**src/sv/ble_pkg.sv**
```systemverilog
// Package for the bounded list engine: command and status codes, FSM states,
// request/result beat types and the per-cell control struct. No dependencies.
`timescale 1ns / 1ps
`default_nettype none
package ble_pkg;

  localparam int DEF_CAPACITY = 64;
  localparam int VAL_W        = 32;
  localparam int POS_W        = 16;
  localparam int COUNT_W      = 7;

  typedef enum logic [2:0] {
    CMD_PUSH_FRONT = 3'd0,
    CMD_PUSH_BACK  = 3'd1,
    CMD_INSERT_AT  = 3'd2,
    CMD_POP_FRONT  = 3'd3,
    CMD_POP_BACK   = 3'd4,
    CMD_DELETE_AT  = 3'd5,
    CMD_SEARCH     = 3'd6,
    CMD_READ_AT    = 3'd7
  } cmd_t;

  typedef enum logic [2:0] {
    ST_OK      = 3'd0,
    ST_INVALID = 3'd1,
    ST_RANGE   = 3'd2,
    ST_EMPTY   = 3'd3,
    ST_FULL    = 3'd4
  } status_t;

  typedef enum logic [1:0] {
    S_IDLE,
    S_EXEC,
    S_REDUCE
  } state_t;

  typedef struct packed {
    cmd_t                    cmd;
    logic signed [VAL_W-1:0] value;
    logic [POS_W-1:0]        position;
  } in_beat_t;

  typedef struct packed {
    status_t                 status;
    logic                    found;
    logic signed [VAL_W-1:0] data;
    logic [COUNT_W-1:0]      count;
  } out_beat_t;

  typedef struct packed {
    logic ins;
    logic del;
    logic srch;
    logic pick;
  } cell_ctl_t;

endpackage
`default_nettype wire

```
**src/sv/ble_cell.sv**
```systemverilog
// One storage cell of the list chain: holds one entry, shifts toward either
// neighbor on insert/delete, flags search matches and captures a picked entry.
// Depends on ble_pkg.
`timescale 1ns / 1ps
`default_nettype none
module ble_cell #(
  parameter int IDX   = 0,
  parameter int IDX_W = 6,
  parameter int CNT_W = 7
) (
  input  wire logic                             clk,
  input  wire ble_pkg::cell_ctl_t               ctl,
  input  wire logic [IDX_W-1:0]                 idx,
  input  wire logic [CNT_W-1:0]                 cnt,
  input  wire logic signed [ble_pkg::VAL_W-1:0] value,
  input  wire logic signed [ble_pkg::VAL_W-1:0] left,
  input  wire logic signed [ble_pkg::VAL_W-1:0] right,
  output logic signed [ble_pkg::VAL_W-1:0]      q,
  output logic                                  hit,
  output logic signed [ble_pkg::VAL_W-1:0]      pick_data
);
  import ble_pkg::*;

  localparam logic [IDX_W-1:0] MY_IDX = IDX_W'(IDX);

  logic                    at_idx;
  logic                    above_idx;
  logic                    occupied;
  logic signed [VAL_W-1:0] q_next;

  assign at_idx    = (idx == MY_IDX);
  assign above_idx = (MY_IDX > idx);
  assign occupied  = (CNT_W'(IDX) < cnt);

  always_comb begin
    q_next = q;
    if (ctl.ins) begin
      if (above_idx) begin
        q_next = left;
      end else if (at_idx) begin
        q_next = value;
      end
    end else if (ctl.del) begin
      if (above_idx || at_idx) begin
        q_next = right;
      end
    end
  end

  always_ff @(posedge clk) begin
    q         <= q_next;
    hit       <= ctl.srch && occupied && (q == value);
    pick_data <= (ctl.pick && at_idx) ? q : '0;
  end

endmodule
`default_nettype wire

```
**config.mk**
```make
export PLATFORM = sky130hd
export DESIGN_NAME = ble_cell
export DESIGN_NICKNAME = d
export VERILOG_FILES = /design/src/sv/ble_pkg.sv /design/src/sv/ble_cell.sv
export SDC_FILE = /design/constraint.sdc
export NUM_CORES = 1
export LEC_CHECK = 0
export BUFFER_PORTS_ARGS = -buffer_cell sky130_fd_sc_hd__clkbuf_2
export CAP_MARGIN = 5
export CORE_UTILIZATION = 45
export DETAILED_ROUTE_END_ITERATION = 7
export PLACE_DENSITY = 0.89
export SLEW_MARGIN = 5
export SYNTH_ARGS = -nofsm -noshare
export SYNTH_HDL_FRONTEND = slang
export SYNTH_SLANG_ARGS = --single-unit
```
**constraint.sdc**
```tcl
create_clock -name clk -period 5.65 [get_ports clk]
set_clock_uncertainty 0.15 [all_clocks]
set_input_delay 1.13 -clock clk [delete_from_list [all_inputs] [get_ports clk]]
set_output_delay 1.13 -clock clk [all_outputs]
set_load 0.02 [all_outputs]
```
* Word-level counts from Yosys, hierarchy flattened
Cells that the tools add are included.
** Storage, ports and cells
- Flip-flop bits (word level) :: 65
- Output and inout port bits :: 65
** Cells by class
- Equality and inequality tests :: 2
- Muxes and demuxes :: 5
- Reduce and logical (&&, ||, !) cells :: 8
- $lt $le $gt $ge :: 2
** Operators by type and width (number)
- two-way mux 32 bit :: 5
- equality test 32 bit :: 1
- < comparator 1 x 7 -> 1 bit (first input constant) :: 1
- greater-than comparator 1 x 6 -> 1 bit (first input constant) :: 1
- logical NOT 6 bit :: 1
- nonzero test 2 bit :: 2
- logical AND 1 bit :: 3
- != test 3 x 1 -> 1 bit (second input constant) :: 1
- AND reduction 3 bit :: 1
- logical OR 1 bit :: 1

* Logic depth before layout (Yosys ltp)
Gate-level depths: netlist of run 1.
- Depth after elaboration :: 5
- Mapped depth :: 4

* Worst setup path before layout of run 1
OpenSTA, ideal clock, no wires.
- Path kind :: input-to-reg
- Start :: in ctl[3] (netlist bit)
- End :: reg q[0] (netlist bit) (enable)
- Data arrival time :: 2.241 ns
- Required time :: 5.113 ns
- Stages :: 3
- Library setup time :: 0.387 ns
- Path slack :: 2.872 ns
- Cell sequence :: buf_2 -> buf_2 -> o211a_1
** On the way
- Word-level cells in the longest chain between the ends :: 2
- Elaborated cells on any way between the ends :: 4
** Ends and longest elaborated chain
- start, declared :: line ble_cell.sv:12 : input wire ble_pkg::cell_ctl_t ctl,
- != test 3 x 1 -> 1 bit (no source line) or nonzero test 2 bit (tied branches)
- AND reduction 3 bit (no source line) *
- end signal, assigned :: line ble_cell.sv:51 : q <= q_next;
- end, declared :: line ble_cell.sv:18 : output logic signed [ble_pkg::VAL_W-1:0] q,
Every way passes the cells marked *; elsewhere a longest branch is shown, timed or not.
A chain may end at the register's enable or synchronous reset.

* Worst setup path after layout of run 1
- Start :: in ctl[3] (netlist bit)
- End :: reg q[9] (netlist bit) (enable)
The elaborated chain is that of the path after synthesis.

==> summary.txt, run 1 <==
Status
  • Status: finished, final reports clean

Critical path
  • WP data arrival: approximately 2.5 ns
  • Startpoint type of the worst setup path: input pin
  • CP Capture Type: flop
  • R2R setup slack: 3.99 ns
  • Buf+Inv Stages, Crit Path: 2
  • CP Class: input pin to flop
  • Max FO, Critical Path: 33
  • CP peak stage delay: 0.67 ns
  • CP required: between 5 and 6 ns
  • Critical path cell sequence: clkbuf_2 -> o211a_1 -> buf_4
  • Top cell family by delay on the critical path: buffers and inverters
  • Slowest CP cell: clkbuf_2

Global route
  • Number of global-route vias before repair: about 1900
  • First-pass GRT wire length: 8660 µm
  • Initial antenna violation count: 0
  • Grt ovf: 0
  • Largest net degree at the start of global routing: 34
  • Total GRT Usage: 0.187

STA
  • Tmin final: 2.67 ns
  • RSZ-0062 raised after global routing: no
  • Worst Max-Slew Pin Slew: 0.897 ns
  • Final hold violation count: 0
  • TNS Setup: 0 ns
  • Fmax: 375 MHz
  • Final setup violation count: 0
  • Hold slack: between 0.3 and 0.4 ns
  • Relative slew slack: 0.402
  • Fin crit share: 0.472
  • Final max-slew violation count: 0

Clock tree
  • Postcts setup bufs: 0
  • Cts bufs inserted: 9
  • Latest clock arrival within the worst-skew pair: 0.32 ns
  • Clock root buffer: clkbuf_8
  • Clock transition at path regs: 0.07 ns
  • # resized after CTS: 0
  • TritonCTS clock tree: built
  • Num Clock Sinks: 65
  • Clock Path Buffers: 2
  • Hold Buf Count CTS: 0
  • # H-tree levels: 3

Power
  • Internal power: 712 µW
  • Net Sw Frac: 0.217
  • P_sw: 197 µW
  • Reg power frac: 0.551
  • Clock share of power: 0.364
  • Combinational power share: 0.085
  • VDD IR max: 0.202 mV
  • P per Cell Area: around 250 nW/µm²
  • Leak Pwr: ~0.0017 µW

Route
  • Starting DRT DRC Count: 59
  • Routed WL per cell: between 10 and 15 µm
  • DRT Pass-1 Iters: 4
  • Via Count: 1947
  • Drt total wl: 5740 µm
  • Post-route ant nets: 0
  • Vias per cell: 4.69
  • DRC: 0

Finish
  • Layout cells sized above 1: 0.606
  • Synthesis-to-layout area growth: 35.4%
  • Final net count: 452
  • Filler cell count: 477
  • Finished Cell Area: 3600 µm²
  • N_diodes: 0

Floorplan
  • Initial Utilization: 0.474
  • Num rows: 27
  • Io pins: 179
  • Core area: 5610 µm²
  • Die height: 78.8 µm
  • DIE AREA: about 6200 µm²
  • DIE WIDTH: around 80 µm

Synth
  • Synth Warn #: 0
  • Syn_area_per_cell: 14.2 µm²
  • Post-Syn Instances: 187
  • Mapped cell area: 2660 µm²
  • Top post-synthesis cells by area: edfxtp_1 36%, dfxtp_1 25%, mux2_2 14%, xor2_1 10%, and2_1 4.5%
  • Yosys top cell area share: 0.362
  • Sequential share of the synthesized area: 0.610
  • Synth cell types: 18
  • FF+latch count, synth: 65
  • Post-synth net total: 301
  • Area leader, netlist: edfxtp_1

Placed design
  • Routability cong.: 0.756
  • Placed cell area: 3430 µm²
  • Final HPWL DP: ~4300 µm
  • Port Buf Inserts: 146

Flow run
  • Max cap viols: 0

Min path
  • Min-delay worst type: flop to flop
power by group through the flow:
| stage | sequential [µW] | clock, µW | combinational, µW |
|---|---|---|---|
| CTS | 501 | 339 | 78.5 |
| finish | 501 | 331 | 77.7 |
| global route | 501 | 361 | 84.6 |
| floorplan | 515 | 0 | 35.0 |
| detailed placement | 511 | 0 | 78.0 |
| global placement | 511 | 0 | 75.6 |
flip-flops by register name, indices dropped and copies added (netlist names):
name,cells
pick_data,32
q,32
hit,1
per-stage QoR:
| step | cells | setup WS (ns) | utilization | power [µW] |
|---|---|---|---|---|
| 2_1_floorplan | 187 | 2.87 | - | 550 |
| 3_3_place_gp | 399 | 2.71 | 0.612 | 587 |
| 3_5_place_dp | 399 | 2.67 | 0.612 | 589 |
| 4_1_cts | 415 | 3.00 | 0.641 | 918 |
| 5_1_grt | 415 | 2.91 | 0.641 | 946 |
| 6_report | 415 | 2.98 | 0.641 | 910 |
cell type report:
class	instances	area, µm²	share of cell area
Sequential cell	65	1620	0.451
Multi-Input combinational cell	115	981	0.273
Timing Repair Buffer	147	738	0.205
Clock buffer	12	145	0.0404
Tap cell	72	90.1	0.0251
Clock inverter	4	20.0	0.00557
layout by cell type, fill, tap and decap left out:
cell type and n:
and2_1 19, and2_2 13, and3_4 1, buf_4 1, clkbuf_1 2, clkbuf_2 146
clkbuf_8 10, clkinv_2 4, dfxtp_1 33, edfxtp_1 32, mux2_2 32, nand2_1 1
nand3_1 1, nand4_1 2, nor2_1 1, nor3_1 3, nor4_1 8, nor4_2 1
o211a_1 1, xnor2_1 1, xor2_1 31
cell usage after synthesis (all sizes together):
master and number:
dfxtp 33, and2 32, edfxtp 32, mux2 32
xor2 31, nor4 9, buf 7, nor3 3
nand4 2, and3 1, nand2 1, nand3 1
nor2 1, o211a 1, xnor2 1
metal layers:
layer,GRT usage,vias up,share of wire
li1,-,956,-
met1,0.201,900,0.40
met2,0.336,84,0.51
met3,0.0586,7,0.075
met4,0.0836,0,0.0087
met5,0,-,0
cells by family (layout without fill, tap and decap cells):
family	after synthesis	after routing	synth area share
AND/OR/NAND/NOR	50	50	0.124
XOR/XNOR	32	32	0.106
multiplexers	32	32	0.136
AO/OA/AOI/OAI	1	1	0.00377
buffers and inverters	7	163	0.0203
flip-flops	65	65	0.610
final timing paths:
kind / start / depth (start not counted) / to
hold / removal: q[9]$_DFFE_PP_ / 1 / pick_data[9]$_SDFF_PN0_
setup reg to reg: q[26]$_DFFE_PP_ / 4 / hit$_DFF_P_
hold reg to reg: q[9]$_DFFE_PP_ / 1 / pick_data[9]$_SDFF_PN0_
setup / recovery: ctl[3] / 3 / q[9]$_DFFE_PP_
Note: power is estimated with default switching activity, not from simulation.
==> run 2, diff against run 1 <==
--- a/config.mk
+++ b/config.mk
@@ -7,9 +7,9 @@
 export LEC_CHECK = 0
 export BUFFER_PORTS_ARGS = -buffer_cell sky130_fd_sc_hd__clkbuf_2
 export CAP_MARGIN = 5
-export CORE_UTILIZATION = 45
+export CORE_UTILIZATION = 37
 export DETAILED_ROUTE_END_ITERATION = 7
-export PLACE_DENSITY = 0.89
+export PLACE_DENSITY = 0.78
 export SLEW_MARGIN = 5
 export SYNTH_ARGS = -nofsm -noshare
 export SYNTH_HDL_FRONTEND = slang
==> constraint.sdc (replaced) <==
create_clock -name clk -period 2.2 [get_ports clk]
set_clock_uncertainty 0.15 [all_clocks]
set_input_delay 0.44 -clock clk [delete_from_list [all_inputs] [get_ports clk]]
set_output_delay 0.44 -clock clk [all_outputs]
set_load 0.02 [all_outputs]
==> summary.txt, run 2 (synthesis results as in run 1) <==
Clock tree
  • Hold Buf Count CTS: 0 (unchanged)
  • Latest clock arrival within the worst-skew pair: 0.33 ns (about the same)
  • Postcts setup bufs: 0 (unchanged)
  • # resized after CTS: 0 (unchanged)
  • Clock root buffer: clkbuf_8
  • TritonCTS clock tree: built
  • # H-tree levels: 3 (unchanged)
  • Num Clock Sinks: 65 (unchanged)
  • Clock Path Buffers: 2 (unchanged)
  • Cts bufs inserted: 9 (unchanged)
  • Clock transition at path regs: 0.07 ns (about the same)

Global route
  • Largest net degree at the start of global routing: 33 (-2.9%)
  • Met2 GRT Util: 0.288 (-0.0478)
  • Met3 usage: 0.0467 (-0.0120)
  • Number of global-route vias before repair: 1924 (+0.89%)
  • Total GRT Usage: 0.161 (-0.0266)
  • First-pass GRT wire length: 8890 µm (+2.6%)
  • Global routing's busiest layer: met2
  • Grt ovf: 0 (unchanged)
  • Initial antenna violation count: 0 (unchanged)
  • M1 GR Usage: 0.175 (-0.0258)

STA
  • Final max-slew violation count: 0 (unchanged)
  • Tmin final: 1.53 ns
  • Final setup violation count: 0 (unchanged)
  • RSZ-0062 raised after global routing: no
  • Final hold violation count: 0 (unchanged)
  • Fin crit share: 0.697
  • Fmax: ~650 MHz
  • Slack of the critical path: 0.666 ns (-2.32 ns)
  • Relative slew slack: 0.736 (+0.334)
  • Worst Max-Slew Pin Slew: 0.392 ns (-0.505 ns)
  • TNS Setup: 0 ns (unchanged)

Critical path
  • CP Capture Type: output port
  • Max FO, Critical Path: 3 (-91%)
  • Critical path cell sequence: clkbuf_2
  • Slowest CP cell: edfxtp_1
  • CP required: 1.61 ns (-3.85 ns)
  • Top cell family by delay on the critical path: flip-flops
  • WP data arrival: 0.94 ns (-1.54 ns)
  • R2R Path Start: q[13]$_DFFE_PP_
  • CP startpoint: q[2]$_DFFE_PP_
  • CP Class: flop to output port
  • Worst R2R Path Depth: 4 (unchanged)
  • Startpoint type of the worst setup path: flop
  • Buf+Inv Stages, Crit Path: 1 (-1)
  • CP peak stage delay: 0.44 ns (-0.23 ns)
  • Crit path depth: 1 (-2)

Floorplan
  • Num rows: 30 (+11%)
  • Io pins: 179 (unchanged)
  • DIE AREA: 7520 µm² (+21%)
  • Die height: 86.7 µm (+10%)
  • Core area: 6870 µm² (+22%)
  • Initial Utilization: 0.387 (-0.0870)
  • DIE WIDTH: 86.7 µm (+10%)

Power
  • Leak Pwr: 0.00170 µW (+1.9%)
  • Clock share of power: 0.412 (+0.048)
  • Combinational power share: 0.079 (-0.006)
  • Net Sw Frac: 0.204 (-0.0132)
  • VDD IR max: 0.276 mV (+37%)
  • P_sw: 515 µW (+160%)
  • P per Cell Area: 685 nW/µm² (+170%)
  • Reg power frac: 0.508 (-0.043)
  • Internal power: 2010 µW (+180%)

Placed design
  • Pre-CTS setup slack: 0.370 ns (-2.30 ns)
  • Placed cell area: 3480 µm² (+1.5%)
  • Final HPWL DP: 4460 µm (+4.7%)
  • Routability cong.: 0.719 (-4.9%)
  • Port Buf Inserts: 146 (unchanged)

Finish
  • Layout cells sized above 1: 0.610 (+0.00341)
  • Final net count: 455 (+0.66%)
  • Largest registers: pick_data (32), q (32), hit (1)
  • N_diodes: 0 (unchanged)
  • Commonest non-fill, non-tap cell in the layout: clkbuf_2
  • Most frequent cells in the layout: 146 x clkbuf_2, 33 x dfxtp_1, 32 x mux2_2, 32 x edfxtp_1, 31 x xor2_1
  • Filler cell count: 635 (+33%)
  • Synthesis-to-layout area growth: 39.0%
  • Finished Cell Area: 3690 µm² (+2.6%)

Flow run
  • Max cap viols: 0 (unchanged)

Min path
  • Hold Path Origin: ctl[1]
  • Hold path cells: 3 (+2)
  • Min-delay worst type: input pin to flop

Route
  • Starting DRT DRC Count: 33 (-44%)
  • Vias per cell: 4.40 (-6.3%)
  • Routed WL per cell: 13.0 µm (-6.3%)
  • Drt total wl: 5730 µm (-0.23%)
  • Via Count: 1944 (-0.15%)
  • DRT Pass-1 Iters: 4 (unchanged)
  • DRC: 0 (unchanged)
  • Post-route ant nets: 0 (unchanged)

Status
  • Status: finished, final reports clean
==> run 2: final timing paths <==
path | end | slack (ns)
max reg2reg | hit$_DFF_P_ | 0.69
max | q[2] | 0.67
min reg2reg | pick_data[11]$_SDFF_PN0_ | 0.37
min | hit$_DFF_P_ | 0.22
==> run 2: tightest hold or removal path, delay by kind of cell <==
kind | cells | cell delay (ns)
buf+inv | 1 | 0.08
simple gates | 2 | 0.13
==> run 2: area by class of cell <==
type                    instances  area (µm²)  share of cell area
clock buffers                  14         173              0.0468
flip-flops and latches         65        1620               0.439
repair buffers                150         761               0.206
multi-input cells             115         981               0.266
well taps                      96         120              0.0325
clock inverters                 2        35.0             0.00949
==> run 2: per-stage QoR <==
stage	util	cells	total power, µW	hold WS [ns]
detailed placement	0.507	426	1520	0.366
CTS	0.537	442	2570	0.196
global placement	0.507	426	1510	0.359
finish	0.537	442	2530	0.215
global route	0.537	442	2630	0.215
floorplan	-	187	1410	0.430
==> run 2: layer usage <==
metal	wire, µm	up-vias
met1	2340	877
li1	-	962
met3	405	10
met5	0	-
met4	91	0
met2	2900	95
==> run 2: power groups by stage <==
stage,logic (µW),registers (µW),clock network [µW]
finish,200,1290,1040
detailed placement,203,1310,0
global placement,199,1310,0
global route,222,1290,1130
floorplan,89.8,1320,0
CTS,205,1290,1080
==> run 3, diff against run 2 <==
==> constraint.sdc (replaced) <==
create_clock -name clk -period 1.27 [get_ports clk]
set_clock_uncertainty 0.15 [all_clocks]
set_input_delay 0.254 -clock clk [delete_from_list [all_inputs] [get_ports clk]]
set_output_delay 0.254 -clock clk [all_outputs]
set_load 0.02 [all_outputs]
==> summary.txt, run 3 (synthesis results as in run 1) <==
STA
  • Final setup violation count: 33 (+33)
  • Slack of the critical path: -0.258 ns (-0.924 ns)
  • TNS Setup: -4.73 ns (-4.73 ns)
  • Tmin final: about 1.5 ns
  • RSZ-0062 raised after global routing: yes
  • Final max-slew violation count: 0 (unchanged)
  • Final hold violation count: 0 (unchanged)
  • Fin crit share: 1.20
  • Worst Max-Slew Pin Slew: 0.330 ns (-0.0622 ns)
  • Fmax: 654 MHz
  • Relative slew slack: 0.778 (+0.0420)

Placed design
  • Placed cell area: 3840 µm² (+10%)
  • Port Buf Inserts: 146 (unchanged)
  • Routability cong.: 0.749 (+4.1%)
  • Final HPWL DP: 4960 µm (+11%)

Floorplan
  • Initial Utilization: 0.387 (unchanged)
  • DIE AREA: 7520 µm² (unchanged)
  • Core area: 6870 µm² (unchanged)
  • DIE WIDTH: 86.7 µm (unchanged)
  • Io pins: 179 (unchanged)
  • Num rows: 30 (unchanged)
  • Die height: 86.7 µm (unchanged)

Critical path
  • WP data arrival: 1.12 ns (+0.18 ns)
  • CP Class: flop to output port
  • CP Capture Type: output port
  • Slowest CP cell: edfxtp_1
  • CP peak stage delay: 0.40 ns (-0.04 ns)
  • Startpoint type of the worst setup path: flop
  • CP required: 0.87 ns (-0.74 ns)
  • Critical path cell sequence: buf_4 -> buf_6 -> clkbuf_8
  • Max FO, Critical Path: 2 (-1)

Clock tree
  • Latest clock arrival within the worst-skew pair: 0.33 ns (about the same)
  • Clock root buffer: clkbuf_8
  • Num Clock Sinks: 65 (unchanged)
  • Clock transition at path regs: 0.07 ns (about the same)
  • Clock Path Buffers: 2 (unchanged)
  • Cts bufs inserted: 9 (unchanged)
  • TritonCTS clock tree: built
  • # H-tree levels: 3 (unchanged)

Finish
  • Synthesis-to-layout area growth: 70.8%
  • Filler cell count: 532 (-16%)
  • Layout cells sized above 1: 0.675 (+0.0654)
  • Commonest non-fill, non-tap cell in the layout: clkbuf_2
  • Most frequent cells in the layout: 114 x clkbuf_2, 33 x dfxtp_1, 33 x buf_6
  • Utilization after layout: 0.660 (+0.123)
  • Finished Cell Area: 4540 µm² (+23%)
  • Largest registers: pick_data (32), q (32), hit (1)
  • Final net count: 497 (+9.2%)
  • N_diodes: 0 (unchanged)

Global route
  • Grt ovf: 0 (unchanged)
  • Initial antenna violation count: 0 (unchanged)
  • Total GRT Usage: 0.187 (+0.0263)
  • Number of global-route vias before repair: 2222 (+15%)
  • First-pass GRT wire length: 10300 µm (+16%)
  • Largest net degree at the start of global routing: 20 (-39%)

Flow run
  • Max cap viols: 0 (unchanged)

Route
  • Post-route ant nets: 0 (unchanged)
  • DRC: 0 (unchanged)
  • Via Count: 2191 (+13%)
  • DRT Pass-1 Iters: 4 (unchanged)
  • Routed WL per cell: 14.5 µm (+12%)
  • Starting DRT DRC Count: 38 (+15%)
  • Drt total wl: 7020 µm (+23%)
  • Vias per cell: 4.53 (+2.9%)

Status
  • Status: complete, but fails checks
  • Failing checks: setup timing

Min path
  • Min-delay worst type: input pin to flop

Power
  • P per Cell Area: 910 nW/µm² (+33%)
  • VDD IR max: 0.473 mV (+72%)
  • Leak Pwr: 0.00204 µW (+20%)
  • Power, Total: 4130 µW (+63%)
## run 3: per-stage QoR
step / instances / setup slack (ns) / hold slack, ns
global placement: 462 / -0.389 / 0.377
finish: 484 / -0.258 / 0.0688
CTS: 483 / -0.267 / 0.0330
global route: 484 / -0.321 / 0.0538
detailed placement: 462 / -0.307 / 0.382
floorplan: 187 / -0.166 / 0.257
## run 3: worst max-delay path: cells and delay by family, from the launching register on
kind     cells  cell delay [ns]
buf+inv      3             0.40
flops        1             0.40
## run 3: final cells by class
| type | instances | area, µm² | area share |
|---|---|---|---|
| clock inverter | 4 | 20.0 | 0.00441 |
| clock buffer | 12 | 135 | 0.0298 |
| multi-input combinational | 115 | 1060 | 0.234 |
| sequential | 65 | 1620 | 0.357 |
| timing repair buffer | 192 | 1580 | 0.348 |
| tap | 96 | 120 | 0.0265 |
## run 3: worst paths after layout
kind | cells after the start | startpoint | end | slack (ns)
max | 3 | q[0]$_DFFE_PP_ | q[0] | -0.26
min | 3 | ctl[1] | hit$_DFF_P_ | 0.07
max reg2reg | 4 | q[15]$_DFFE_PP_ | hit$_DFF_P_ | -0.23
min reg2reg | 2 | q[30]$_DFFE_PP_ | pick_data[30]$_SDFF_PN0_ | 0.46
## run 3: report_power, final
| part | switching, µW | internal [µW] | leakage, µW | total, µW |
|---|---|---|---|---|
| clock network | 761 | 698 | 0.0000839 | 1460 |
| registers | 8.57 | 2220 | 0.000554 | 2230 |
| logic | 185 | 259 | 0.00140 | 444 |
## run 3: layer usage
metal | up-vias | global-route usage | wire length, µm
li1 | 1050 | - | -
met1 | 1044 | 0.196 | 2680
met2 | 84 | 0.345 | 3820
met3 | 13 | 0.0505 | 396
met4 | 0 | 0.0894 | 125
met5 | - | 0 | 0
## run 3: timing repair
action / in CTS / in global routing
pin swaps: 3 / 3
hold endpoints to repair: 0 / 0
buffers inserted: 5 / 1
hold buffers: 0 / 0
gates resized for setup: 85 / 47
cloned: 0 / 0
endpoints found under the setup margin: 33 / 33
